<file path="config.mk">
export PLATFORM = sky130hd
export DESIGN_NAME = complex_vector_statistics_unit
export DESIGN_NICKNAME = d
export VERILOG_FILES = /design/src/hdl/cvs_pkg.sv /design/src/hdl/cvs_front.sv /design/src/hdl/cvs_queue.sv /design/src/hdl/cvs_back.sv /design/src/hdl/complex_vector_statistics_unit.sv
export SDC_FILE = /design/constraint.sdc
export NUM_CORES = 2
export LEC_CHECK = 0
export ABC_AREA = 1
export BUFFER_PORTS_ARGS = -buffer_cell sky130_fd_sc_hd__buf_2
export CAP_MARGIN = 20
export CORE_MARGIN = 1.5
export CORE_UTILIZATION = 30
export CTS_CLUSTER_SIZE = 14
export DETAILED_ROUTE_END_ITERATION = 8
export GPL_TIMING_DRIVEN = 0
export PLACE_DENSITY = 0.51
export SLEW_MARGIN = 10
export SYNTH_ARGS = -nofsm -noshare
export SYNTH_HDL_FRONTEND = slang
export SYNTH_SLANG_ARGS = --single-unit
export TNS_END_PERCENT = 10
</file>
<file path="constraint.sdc">
create_clock -name clk -period 15.7 [get_ports clk]
set_input_delay 4.71 -clock clk [delete_from_list [all_inputs] [get_ports clk]]
set_output_delay 4.71 -clock clk [all_outputs]
set_load 0.005 [all_outputs]
</file>
<file path="src/hdl/cvs_pkg.sv">
`timescale 1ns / 1ps

package cvs_pkg;

  // result queue between front and back end, power of two depth
  localparam int QUEUE_DEPTH = 2;
  localparam int QPTR_W      = 1;
  localparam int QLVL_W      = 2;

  typedef struct packed {
    logic              empty;
    logic [QLVL_W-1:0] level;
  } q_status_t;

  typedef enum logic [2:0] {
    BE_IDLE = 3'b001,
    BE_DIV  = 3'b010,
    BE_DONE = 3'b100
  } be_state_t;

endpackage

</file>
<file path="src/hdl/cvs_front.sv">
`timescale 1ns / 1ps

module cvs_front #(
  parameter int PART_WIDTH  = 16,
  parameter int COUNT_WIDTH = 16
) (
  input  logic                                              clk,
  input  logic                                              rst_n,
  input  logic                                              push,
  output logic                                              full,
  input  logic signed [PART_WIDTH-1:0]                      sample_re,
  input  logic signed [PART_WIDTH-1:0]                      sample_im,
  input  logic                                              last_sample,
  input  cvs_pkg::q_status_t                                q_stat,
  output logic                                              q_push,
  output logic [2*(PART_WIDTH+COUNT_WIDTH)+4*PART_WIDTH+COUNT_WIDTH:0] q_data
);

  localparam int AW = PART_WIDTH + COUNT_WIDTH;
  localparam int MW = 2 * PART_WIDTH;

  logic                         accept;
  logic [cvs_pkg::QLVL_W:0]     need;

  logic                         s1_valid_r;
  logic                         s1_last_r;
  logic signed [PART_WIDTH-1:0] s1_re_r;
  logic signed [PART_WIDTH-1:0] s1_im_r;
  logic signed [MW-1:0]         s1_sq_re_r;
  logic signed [MW-1:0]         s1_sq_im_r;
  logic signed [MW-1:0]         sq_re;
  logic signed [MW-1:0]         sq_im;

  logic signed [AW-1:0]         acc_re_r, acc_re_nxt;
  logic signed [AW-1:0]         acc_im_r, acc_im_nxt;
  logic [PART_WIDTH-1:0]        top_re_r, top_re_nxt;
  logic [PART_WIDTH-1:0]        top_im_r, top_im_nxt;
  logic [MW-1:0]                top_mag_r, top_mag_nxt;
  logic [PART_WIDTH-1:0]        bot_re_r, bot_re_nxt;
  logic [PART_WIDTH-1:0]        bot_im_r, bot_im_nxt;
  logic [MW-1:0]                bot_mag_r, bot_mag_nxt;
  logic [COUNT_WIDTH-1:0]       cnt_r, cnt_nxt;
  logic                         ovf_r, ovf_nxt;
  logic [MW-1:0]                mag;
  logic                         first;

  // a last item in stage one holds a reserved queue slot
  assign need   = {1'b0, q_stat.level} + {{cvs_pkg::QLVL_W{1'b0}}, s1_valid_r & s1_last_r};
  assign full   = need >= (cvs_pkg::QLVL_W + 1)'(cvs_pkg::QUEUE_DEPTH);
  assign accept = push & ~full;

  assign sq_re = sample_re * sample_re;
  assign sq_im = sample_im * sample_im;

  always_ff @(posedge clk) begin
    if (!rst_n) begin
      s1_valid_r <= 1'b0;
    end else begin
      s1_valid_r <= accept;
    end
  end

  always_ff @(posedge clk) begin
    if (accept) begin
      s1_last_r  <= last_sample;
      s1_re_r    <= sample_re;
      s1_im_r    <= sample_im;
      s1_sq_re_r <= sq_re;
      s1_sq_im_r <= sq_im;
    end
  end

  always_comb begin
    mag        = MW'(s1_sq_re_r) + MW'(s1_sq_im_r);
    first      = (cnt_r == '0);
    acc_re_nxt = acc_re_r + AW'(s1_re_r);
    acc_im_nxt = acc_im_r + AW'(s1_im_r);
    top_re_nxt  = top_re_r;
    top_im_nxt  = top_im_r;
    top_mag_nxt = top_mag_r;
    bot_re_nxt  = bot_re_r;
    bot_im_nxt  = bot_im_r;
    bot_mag_nxt = bot_mag_r;
    if (first || (mag > top_mag_r)) begin
      top_re_nxt  = s1_re_r;
      top_im_nxt  = s1_im_r;
      top_mag_nxt = mag;
    end
    if (first || (mag < bot_mag_r)) begin
      bot_re_nxt  = s1_re_r;
      bot_im_nxt  = s1_im_r;
      bot_mag_nxt = mag;
    end
    if (cnt_r == '1) begin
      cnt_nxt = cnt_r;
      ovf_nxt = 1'b1;
    end else begin
      cnt_nxt = cnt_r + COUNT_WIDTH'(1);
      ovf_nxt = ovf_r;
    end
  end

  always_ff @(posedge clk) begin
    if (!rst_n) begin
      acc_re_r <= '0;
      acc_im_r <= '0;
      cnt_r    <= '0;
      ovf_r    <= 1'b0;
    end else if (s1_valid_r) begin
      if (s1_last_r) begin
        acc_re_r <= '0;
        acc_im_r <= '0;
        cnt_r    <= '0;
        ovf_r    <= 1'b0;
      end else begin
        acc_re_r <= acc_re_nxt;
        acc_im_r <= acc_im_nxt;
        cnt_r    <= cnt_nxt;
        ovf_r    <= ovf_nxt;
      end
    end
  end

  always_ff @(posedge clk) begin
    if (s1_valid_r) begin
      top_re_r  <= top_re_nxt;
      top_im_r  <= top_im_nxt;
      top_mag_r <= top_mag_nxt;
      bot_re_r  <= bot_re_nxt;
      bot_im_r  <= bot_im_nxt;
      bot_mag_r <= bot_mag_nxt;
    end
  end

  assign q_push = s1_valid_r & s1_last_r;
  assign q_data = {acc_re_nxt, acc_im_nxt, top_re_nxt, top_im_nxt,
                   bot_re_nxt, bot_im_nxt, cnt_nxt, ovf_nxt};

endmodule

</file>
<file path="src/hdl/cvs_queue.sv">
`timescale 1ns / 1ps

module cvs_queue #(
  parameter int WIDTH = 8
) (
  input  logic               clk,
  input  logic               rst_n,
  input  logic               push,
  input  logic [WIDTH-1:0]   wdata,
  input  logic               pop,
  output logic [WIDTH-1:0]   rdata,
  output cvs_pkg::q_status_t status
);

  logic [WIDTH-1:0]           mem_r [cvs_pkg::QUEUE_DEPTH];
  logic [cvs_pkg::QPTR_W-1:0] wr_ptr_r;
  logic [cvs_pkg::QPTR_W-1:0] rd_ptr_r;
  logic [cvs_pkg::QLVL_W-1:0] level_r, level_nxt;

  always_comb begin
    level_nxt = level_r;
    if (push && !pop) begin
      level_nxt = level_r + cvs_pkg::QLVL_W'(1);
    end else if (!push && pop) begin
      level_nxt = level_r - cvs_pkg::QLVL_W'(1);
    end
  end

  always_ff @(posedge clk) begin
    if (!rst_n) begin
      wr_ptr_r <= '0;
      rd_ptr_r <= '0;
      level_r  <= '0;
    end else begin
      if (push) begin
        wr_ptr_r <= wr_ptr_r + cvs_pkg::QPTR_W'(1);
      end
      if (pop) begin
        rd_ptr_r <= rd_ptr_r + cvs_pkg::QPTR_W'(1);
      end
      level_r <= level_nxt;
    end
  end

  always_ff @(posedge clk) begin
    if (push) begin
      mem_r[wr_ptr_r] <= wdata;
    end
  end

  assign rdata        = mem_r[rd_ptr_r];
  assign status.empty = (level_r == '0);
  assign status.level = level_r;

endmodule

</file>
<file path="src/hdl/cvs_back.sv">
`timescale 1ns / 1ps

module cvs_back #(
  parameter int PART_WIDTH  = 16,
  parameter int COUNT_WIDTH = 16
) (
  input  logic                                   clk,
  input  logic                                   rst_n,
  input  cvs_pkg::q_status_t                     q_stat,
  input  logic [2*(PART_WIDTH+COUNT_WIDTH)+4*PART_WIDTH+COUNT_WIDTH:0] q_rdata,
  output logic                                   q_pop,
  input  logic                                   pop,
  output logic                                   empty,
  output logic signed [PART_WIDTH+COUNT_WIDTH-1:0] total_re,
  output logic signed [PART_WIDTH+COUNT_WIDTH-1:0] total_im,
  output logic signed [PART_WIDTH-1:0]           average_re,
  output logic signed [PART_WIDTH-1:0]           average_im,
  output logic signed [PART_WIDTH-1:0]           largest_re,
  output logic signed [PART_WIDTH-1:0]           largest_im,
  output logic signed [PART_WIDTH-1:0]           smallest_re,
  output logic signed [PART_WIDTH-1:0]           smallest_im,
  output logic [COUNT_WIDTH-1:0]                 sample_count,
  output logic                                   count_overflow
);

  localparam int AW     = PART_WIDTH + COUNT_WIDTH;
  localparam int ITER_W = $clog2(AW);
  localparam logic [AW-1:0] HI_MAG = {{(AW-PART_WIDTH+1){1'b0}}, {(PART_WIDTH-1){1'b1}}};
  localparam logic [AW-1:0] LO_MAG = HI_MAG + AW'(1);

  logic [AW-1:0]          q_acc_re, q_acc_im;
  logic [PART_WIDTH-1:0]  q_top_re, q_top_im, q_bot_re, q_bot_im;
  logic [COUNT_WIDTH-1:0] q_cnt;
  logic                   q_ovf;

  cvs_pkg::be_state_t     state_r, state_nxt;
  logic [ITER_W-1:0]      iter_r;
  logic [AW-1:0]          dvd_re_r, dvd_im_r;
  logic [COUNT_WIDTH-1:0] rem_re_r, rem_im_r;
  logic                   neg_re_r, neg_im_r;
  logic [AW-1:0]          tot_re_r, tot_im_r;
  logic [PART_WIDTH-1:0]  top_re_r, top_im_r, bot_re_r, bot_im_r;
  logic [COUNT_WIDTH-1:0] cnt_r;
  logic                   ovf_r;

  logic [COUNT_WIDTH:0]   sh_re, sh_im, sub_re, sub_im;
  logic                   ge_re, ge_im;
  logic [AW-1:0]          negm_re, negm_im;
  logic [PART_WIDTH-1:0]  avg_re, avg_im;
  logic                   out_valid_r;
  logic                   out_load;

  assign {q_acc_re, q_acc_im, q_top_re, q_top_im, q_bot_re, q_bot_im, q_cnt, q_ovf} = q_rdata;

  // one quotient bit per cycle for each part
  always_comb begin
    sh_re  = {rem_re_r, dvd_re_r[AW-1]};
    sh_im  = {rem_im_r, dvd_im_r[AW-1]};
    ge_re  = sh_re >= {1'b0, cnt_r};
    ge_im  = sh_im >= {1'b0, cnt_r};
    sub_re = ge_re ? (sh_re - {1'b0, cnt_r}) : sh_re;
    sub_im = ge_im ? (sh_im - {1'b0, cnt_r}) : sh_im;
  end

  // sign restore and saturation of the quotients
  always_comb begin
    negm_re = -dvd_re_r;
    negm_im = -dvd_im_r;
    if (neg_re_r) begin
      avg_re = (dvd_re_r > LO_MAG) ? {1'b1, {(PART_WIDTH-1){1'b0}}} : negm_re[PART_WIDTH-1:0];
    end else begin
      avg_re = (dvd_re_r > HI_MAG) ? {1'b0, {(PART_WIDTH-1){1'b1}}} : dvd_re_r[PART_WIDTH-1:0];
    end
    if (neg_im_r) begin
      avg_im = (dvd_im_r > LO_MAG) ? {1'b1, {(PART_WIDTH-1){1'b0}}} : negm_im[PART_WIDTH-1:0];
    end else begin
      avg_im = (dvd_im_r > HI_MAG) ? {1'b0, {(PART_WIDTH-1){1'b1}}} : dvd_im_r[PART_WIDTH-1:0];
    end
  end

  assign q_pop    = (state_r == cvs_pkg::BE_IDLE) & ~q_stat.empty;
  assign out_load = (state_r == cvs_pkg::BE_DONE) & (~out_valid_r | pop);

  always_comb begin
    state_nxt = state_r;
    case (state_r)
      cvs_pkg::BE_IDLE: begin
        if (!q_stat.empty) begin
          state_nxt = cvs_pkg::BE_DIV;
        end
      end
      cvs_pkg::BE_DIV: begin
        if (iter_r == '0) begin
          state_nxt = cvs_pkg::BE_DONE;
        end
      end
      cvs_pkg::BE_DONE: begin
        if (out_load) begin
          state_nxt = cvs_pkg::BE_IDLE;
        end
      end
      default: begin
        state_nxt = cvs_pkg::BE_IDLE;
      end
    endcase
  end

  always_ff @(posedge clk) begin
    if (!rst_n) begin
      state_r     <= cvs_pkg::BE_IDLE;
      out_valid_r <= 1'b0;
    end else begin
      state_r <= state_nxt;
      if (out_load) begin
        out_valid_r <= 1'b1;
      end else if (pop) begin
        out_valid_r <= 1'b0;
      end
    end
  end

  always_ff @(posedge clk) begin
    if (q_pop) begin
      neg_re_r <= q_acc_re[AW-1];
      neg_im_r <= q_acc_im[AW-1];
      dvd_re_r <= q_acc_re[AW-1] ? -q_acc_re : q_acc_re;
      dvd_im_r <= q_acc_im[AW-1] ? -q_acc_im : q_acc_im;
      rem_re_r <= '0;
      rem_im_r <= '0;
      iter_r   <= ITER_W'(AW - 1);
      tot_re_r <= q_acc_re;
      tot_im_r <= q_acc_im;
      top_re_r <= q_top_re;
      top_im_r <= q_top_im;
      bot_re_r <= q_bot_re;
      bot_im_r <= q_bot_im;
      cnt_r    <= q_cnt;
      ovf_r    <= q_ovf;
    end else if (state_r == cvs_pkg::BE_DIV) begin
      dvd_re_r <= {dvd_re_r[AW-2:0], ge_re};
      dvd_im_r <= {dvd_im_r[AW-2:0], ge_im};
      rem_re_r <= sub_re[COUNT_WIDTH-1:0];
      rem_im_r <= sub_im[COUNT_WIDTH-1:0];
      iter_r   <= iter_r - ITER_W'(1);
    end
  end

  always_ff @(posedge clk) begin
    if (out_load) begin
      total_re       <= tot_re_r;
      total_im       <= tot_im_r;
      average_re     <= avg_re;
      average_im     <= avg_im;
      largest_re     <= top_re_r;
      largest_im     <= top_im_r;
      smallest_re    <= bot_re_r;
      smallest_im    <= bot_im_r;
      sample_count   <= cnt_r;
      count_overflow <= ovf_r;
    end
  end

  assign empty = ~out_valid_r;

endmodule

</file>
<file path="src/hdl/complex_vector_statistics_unit.sv">
`timescale 1ns / 1ps
// path: the last sample goes through stage one, the result queue and the back-end divider to the output registers
// throughput: one sample per cycle while full is low; each vector result occupies the back-end divider
//   (one quotient bit per cycle), buffered by a 2-entry queue
// reset: rst_n synchronous active low, clears sums, count, queue and result valid

module complex_vector_statistics_unit #(
  parameter int PART_WIDTH  = 16,
  parameter int COUNT_WIDTH = 16
) (
  input  logic                                     clk,
  input  logic                                     rst_n,
  input  logic                                     push,
  output logic                                     full,
  input  logic signed [PART_WIDTH-1:0]             in_sample_re,
  input  logic signed [PART_WIDTH-1:0]             in_sample_im,
  input  logic                                     in_last_sample,
  output logic                                     empty,
  input  logic                                     pop,
  output logic signed [PART_WIDTH+COUNT_WIDTH-1:0] out_total_re,
  output logic signed [PART_WIDTH+COUNT_WIDTH-1:0] out_total_im,
  output logic signed [PART_WIDTH-1:0]             out_average_re,
  output logic signed [PART_WIDTH-1:0]             out_average_im,
  output logic signed [PART_WIDTH-1:0]             out_largest_re,
  output logic signed [PART_WIDTH-1:0]             out_largest_im,
  output logic signed [PART_WIDTH-1:0]             out_smallest_re,
  output logic signed [PART_WIDTH-1:0]             out_smallest_im,
  output logic [COUNT_WIDTH-1:0]                   out_sample_count,
  output logic                                     out_count_overflow
);

  localparam int RW = 2 * (PART_WIDTH + COUNT_WIDTH) + 4 * PART_WIDTH + COUNT_WIDTH + 1;

  cvs_pkg::q_status_t q_stat;
  logic               q_push;
  logic               q_pop;
  logic [RW-1:0]      q_wdata;
  logic [RW-1:0]      q_rdata;

  cvs_front #(
    .PART_WIDTH  (PART_WIDTH),
    .COUNT_WIDTH (COUNT_WIDTH)
  ) u_front (
    .clk         (clk),
    .rst_n       (rst_n),
    .push        (push),
    .full        (full),
    .sample_re   (in_sample_re),
    .sample_im   (in_sample_im),
    .last_sample (in_last_sample),
    .q_stat      (q_stat),
    .q_push      (q_push),
    .q_data      (q_wdata)
  );

  cvs_queue #(
    .WIDTH (RW)
  ) u_queue (
    .clk    (clk),
    .rst_n  (rst_n),
    .push   (q_push),
    .wdata  (q_wdata),
    .pop    (q_pop),
    .rdata  (q_rdata),
    .status (q_stat)
  );

  cvs_back #(
    .PART_WIDTH  (PART_WIDTH),
    .COUNT_WIDTH (COUNT_WIDTH)
  ) u_back (
    .clk            (clk),
    .rst_n          (rst_n),
    .q_stat         (q_stat),
    .q_rdata        (q_rdata),
    .q_pop          (q_pop),
    .pop            (pop),
    .empty          (empty),
    .total_re       (out_total_re),
    .total_im       (out_total_im),
    .average_re     (out_average_re),
    .average_im     (out_average_im),
    .largest_re     (out_largest_re),
    .largest_im     (out_largest_im),
    .smallest_re    (out_smallest_re),
    .smallest_im    (out_smallest_im),
    .sample_count   (out_sample_count),
    .count_overflow (out_count_overflow)
  );

endmodule

</file>
==> qor.log <==
qor: die.die_height 480 µm
qor: critical_path.reg2reg_to u_front.top_mag_r[24]
qor: critical_path.criticalPathCategory input pin to register
qor: clocking.post-cts-setup-buffer-count 0
qor: synth.post_synth_fa_ha_maj_area_fraction 0.207
qor: placement.place.detailed.instances 10692
qor: synth.seq_area_frac_synth 0.433
qor: clocking.postCtsResizedCells 0
qor: min_path.worst_hold_class register to register
qor: synth.netlist_area 68100 µm²
qor: die.design.core.area 225000 µm²
qor: detailed_routing.drcViolationCount 0
qor: timing.slew_headroom 0.244
qor: timing.max_slew.worst_pin.slew 1.13 ns
qor: synth.yosys.cell_types.count 57
qor: synth.syn_nets 8343
qor: global_routing.grt_first_pass_wirelength 286000 µm
qor: cells_and_area.top_register u_queue.mem_r
qor: synth.synth.cells.most_frequent nand2_1, inv_1, edfxtp_1, fa_1, ha_1
qor: die.top_level_ports 216
qor: outcome.status finished clean
qor: synth.avgSynthCellArea 9.14 µm²
qor: clocking.cts-root-buf clkbuf_16
qor: synth.synth_compound_area_frac 0.0496
qor: die.rows 174
qor: placement.io_buffers 215
qor: clocking.h-tree-depth 3
qor: clocking.worst_setup_hold_path_clk_slew 0.06 ns
qor: min_path.worst_hold_path.num_cells 0
qor: detailed_routing.routed_wirelength 187000 µm
qor: synth.yosys_warnings 0
qor: detailed_routing.ant_nets 0
qor: global_routing.gr-usage-all-layers 0.161
qor: synth.synth.most_common_cell nand2_1
qor: timing.rsz_0062_raised_after_global_routing false
qor: detailed_routing.vias_per_instance 4.55
qor: timing.period_share 0.715
qor: synth.synth_simple_gate_area_share 0.194
qor: timing.report.final.setup_viol 0
qor: clocking.clock_tree_from_tritoncts yes
qor: critical_path.worst-r2r-setup-slack 10.62 ns
qor: timing.fin_skew 0.0352 ns
qor: clocking.tritoncts_num_sinks 1025
qor: synth.synth.ff_latch_count 1025
qor: global_routing.number_of_antenna_violations_at_the_first_check_in_global_routing 12
qor: critical_path.crit_path_end_kind register
qor: min_path.hold-path-endpoint u_back.total_re[24]
qor: critical_path.worstReg2RegStart u_front.s1_sq_im_r[26]
qor: cells_and_area.largest_register_ff_count 290
qor: synth.synth_top_flop_cell edfxtp_1
qor: placement.gp_congestion 0.915
qor: detailed_routing.drtPass1Iterations 5
qor: synth.ys_top_cells_by_area edfxtp_1, fa_1, nand2_1
qor: critical_path.timing.reg2reg.worst_path_depth 20
qor: synth.synthXorXnorAreaFrac 0.0270
qor: global_routing.grt.overflow.total 0
qor: synth.number_of_instances_in_the_synthesized_netlist 7459
qor: detailed_routing.via_count 49573
qor: cells_and_area.synthToLayoutAreaGrowth 13.5%
qor: die.die-area 230000 µm²
qor: cells_and_area.finalNetCount 8697
qor: synth.synth_mux_area_frac 0
qor: run.cap_viol_max_count 0
qor: synth.async_reset_ff_frac 0
qor: clocking.cts_hold_buf 0
qor: cells_and_area.post_route_cells_drive_above_1_share 0.0678
qor: die.floorplan.initialDensity 0.302
qor: die.die_width 480 µm
qor: clocking.maximum_number_of_buffers_from_clock_root_to_sink 3
qor: critical_path.cp_data_arrival_time 11.72 ns
qor: timing.max_freq 89.1 MHz
qor: timing.setup-tns-final 0 ns
qor: global_routing.grt_pass1_vias 49211
qor: synth.synth_top_family_by_area adder cells
qor: synth.count_of_flip_flops_with_a_built_in_enable_after_synthesis 897
qor: detailed_routing.initialDrtViolationCount 3378
qor: clocking.source_to_sink_clock_delay_at_the_later_pin_of_the_worst_skew_pair 0.75 ns
qor: critical_path.crit_path_start_kind input pin
qor: global_routing.largest_net_degree_at_the_start_of_global_routing 89
qor: synth.post-synth-top-area-cell edfxtp_1
qor: timing.timing.final.crit_period 11.23 ns
qor: min_path.hold_wc_startpoint u_back.tot_re_r[24]
qor: placement.dpl_wire_length 152000 µm
qor: detailed_routing.wl_per_cell 17.2 µm
qor: clocking.cts_inserted_buffers 110
qor: synth.yosysTopAreaCellShare 0.395
qor: timing.slew_viol_final 0
qor: critical_path.worst-endpoint-required 16.19 ns
qor: timing.hold_violations 0
qor: critical_path.worst-path-max-fanout 10
qor: cells_and_area.layout.cells.non_filler 10905
[cells in the final DEF, fill, tap and decap left out, drive strengths merged, types with 61 or more instances in the layout]
master     n
inv     1405
nand3b    61
ha       376
xor2     159
nor3      72
o21ai    217
dfxtp    128
fa       471
nand3    364
edfxtp   897
nand2   2169
buf      292
nor2     358
clkbuf   278
a21oi    301
[layout make-up]
cell class | instances | area, µm²
diodes | 6 | 15.0
plain buffers | 185 | 837
clock buffers | 143 | 3020
clock inverters | 63 | 698
fillers | 23351 | 148000
inverters | 1402 | 5270
multi-input cells | 4847 | 32600
flip-flops and latches | 1025 | 29500
well taps | 2992 | 3740
repair buffers | 242 | 1660
[cell families (layout without fill, tap and decap cells)]
kind of cell               count (synthesis)  count (layout)
AOI/OAI and AO/OA                        617             617
other                                      0               6
adders and majority gates                847             847
and+or+nand+nor                         3173            3173
xor gates and xnor gates                 210             210
DFF                                     1025            1025
buffers and inverters                   1587            2035
[metrics by stage]
| step | hold slack, ns | setup slack, ns | instance area, µm² | util |
|---|---|---|---|---|
| floorplan | 0.400 | 2.92 | 68100 | - |
| global placement | 0.403 | -1.46 | 73000 | 0.324 |
| detailed placement | 0.405 | 3.79 | 73600 | 0.327 |
| CTS | 0.418 | 4.59 | 77300 | 0.343 |
| global route | 0.422 | 4.18 | 77300 | 0.343 |
| finish | 0.416 | 4.47 | 77300 | 0.343 |
[layer usage]
metal / global-route usage / share of wire
met5: 0 / 0.00011
met4: 0.0465 / 0.027
met3: 0.0207 / 0.045
met2: 0.272 / 0.47
met1: 0.216 / 0.45
[worst max-delay path by stage]
| stage | cells past startpoint | slack [ns] | endpoint | start |
|---|---|---|---|---|
| 2_1_floorplan | 2 | 2.92 | u_back.average_im[0] | pop |
| 3_3_place_gp | 3 | -1.46 | u_back.largest_im[9] | pop |
| 3_5_place_dp | 21 | 3.79 | u_front.s1_sq_im_r[31] | in_sample_im[5] |
| 4_1_cts | 21 | 4.59 | u_front.s1_sq_im_r[31] | in_sample_im[5] |
| 5_1_grt | 21 | 4.18 | u_front.s1_sq_im_r[31] | in_sample_im[6] |
| 6_report | 21 | 4.47 | u_front.s1_sq_im_r[31] | in_sample_im[6] |
[critical path: stages]
cell and delay (ns):
buf_2 0.24, clkbuf_1 0.48, clkbuf_1 0.59, nand2_1 0.17
fa_1 0.62, inv_1 0.08, fa_1 0.94, fa_1 0.60
fa_1 0.56, inv_1 0.06, fa_1 0.50, fa_1 0.56
inv_1 0.04, ha_1 0.37, inv_1 0.09, nor3_1 0.38
nand2_1 0.12, or2_2 0.35, nand2_1 0.07, nand3b_1 0.10
nand2_1 0.06
Power is not shown: default switching activity piles up to over one toggle a cycle in this logic, so the estimate is an artifact.
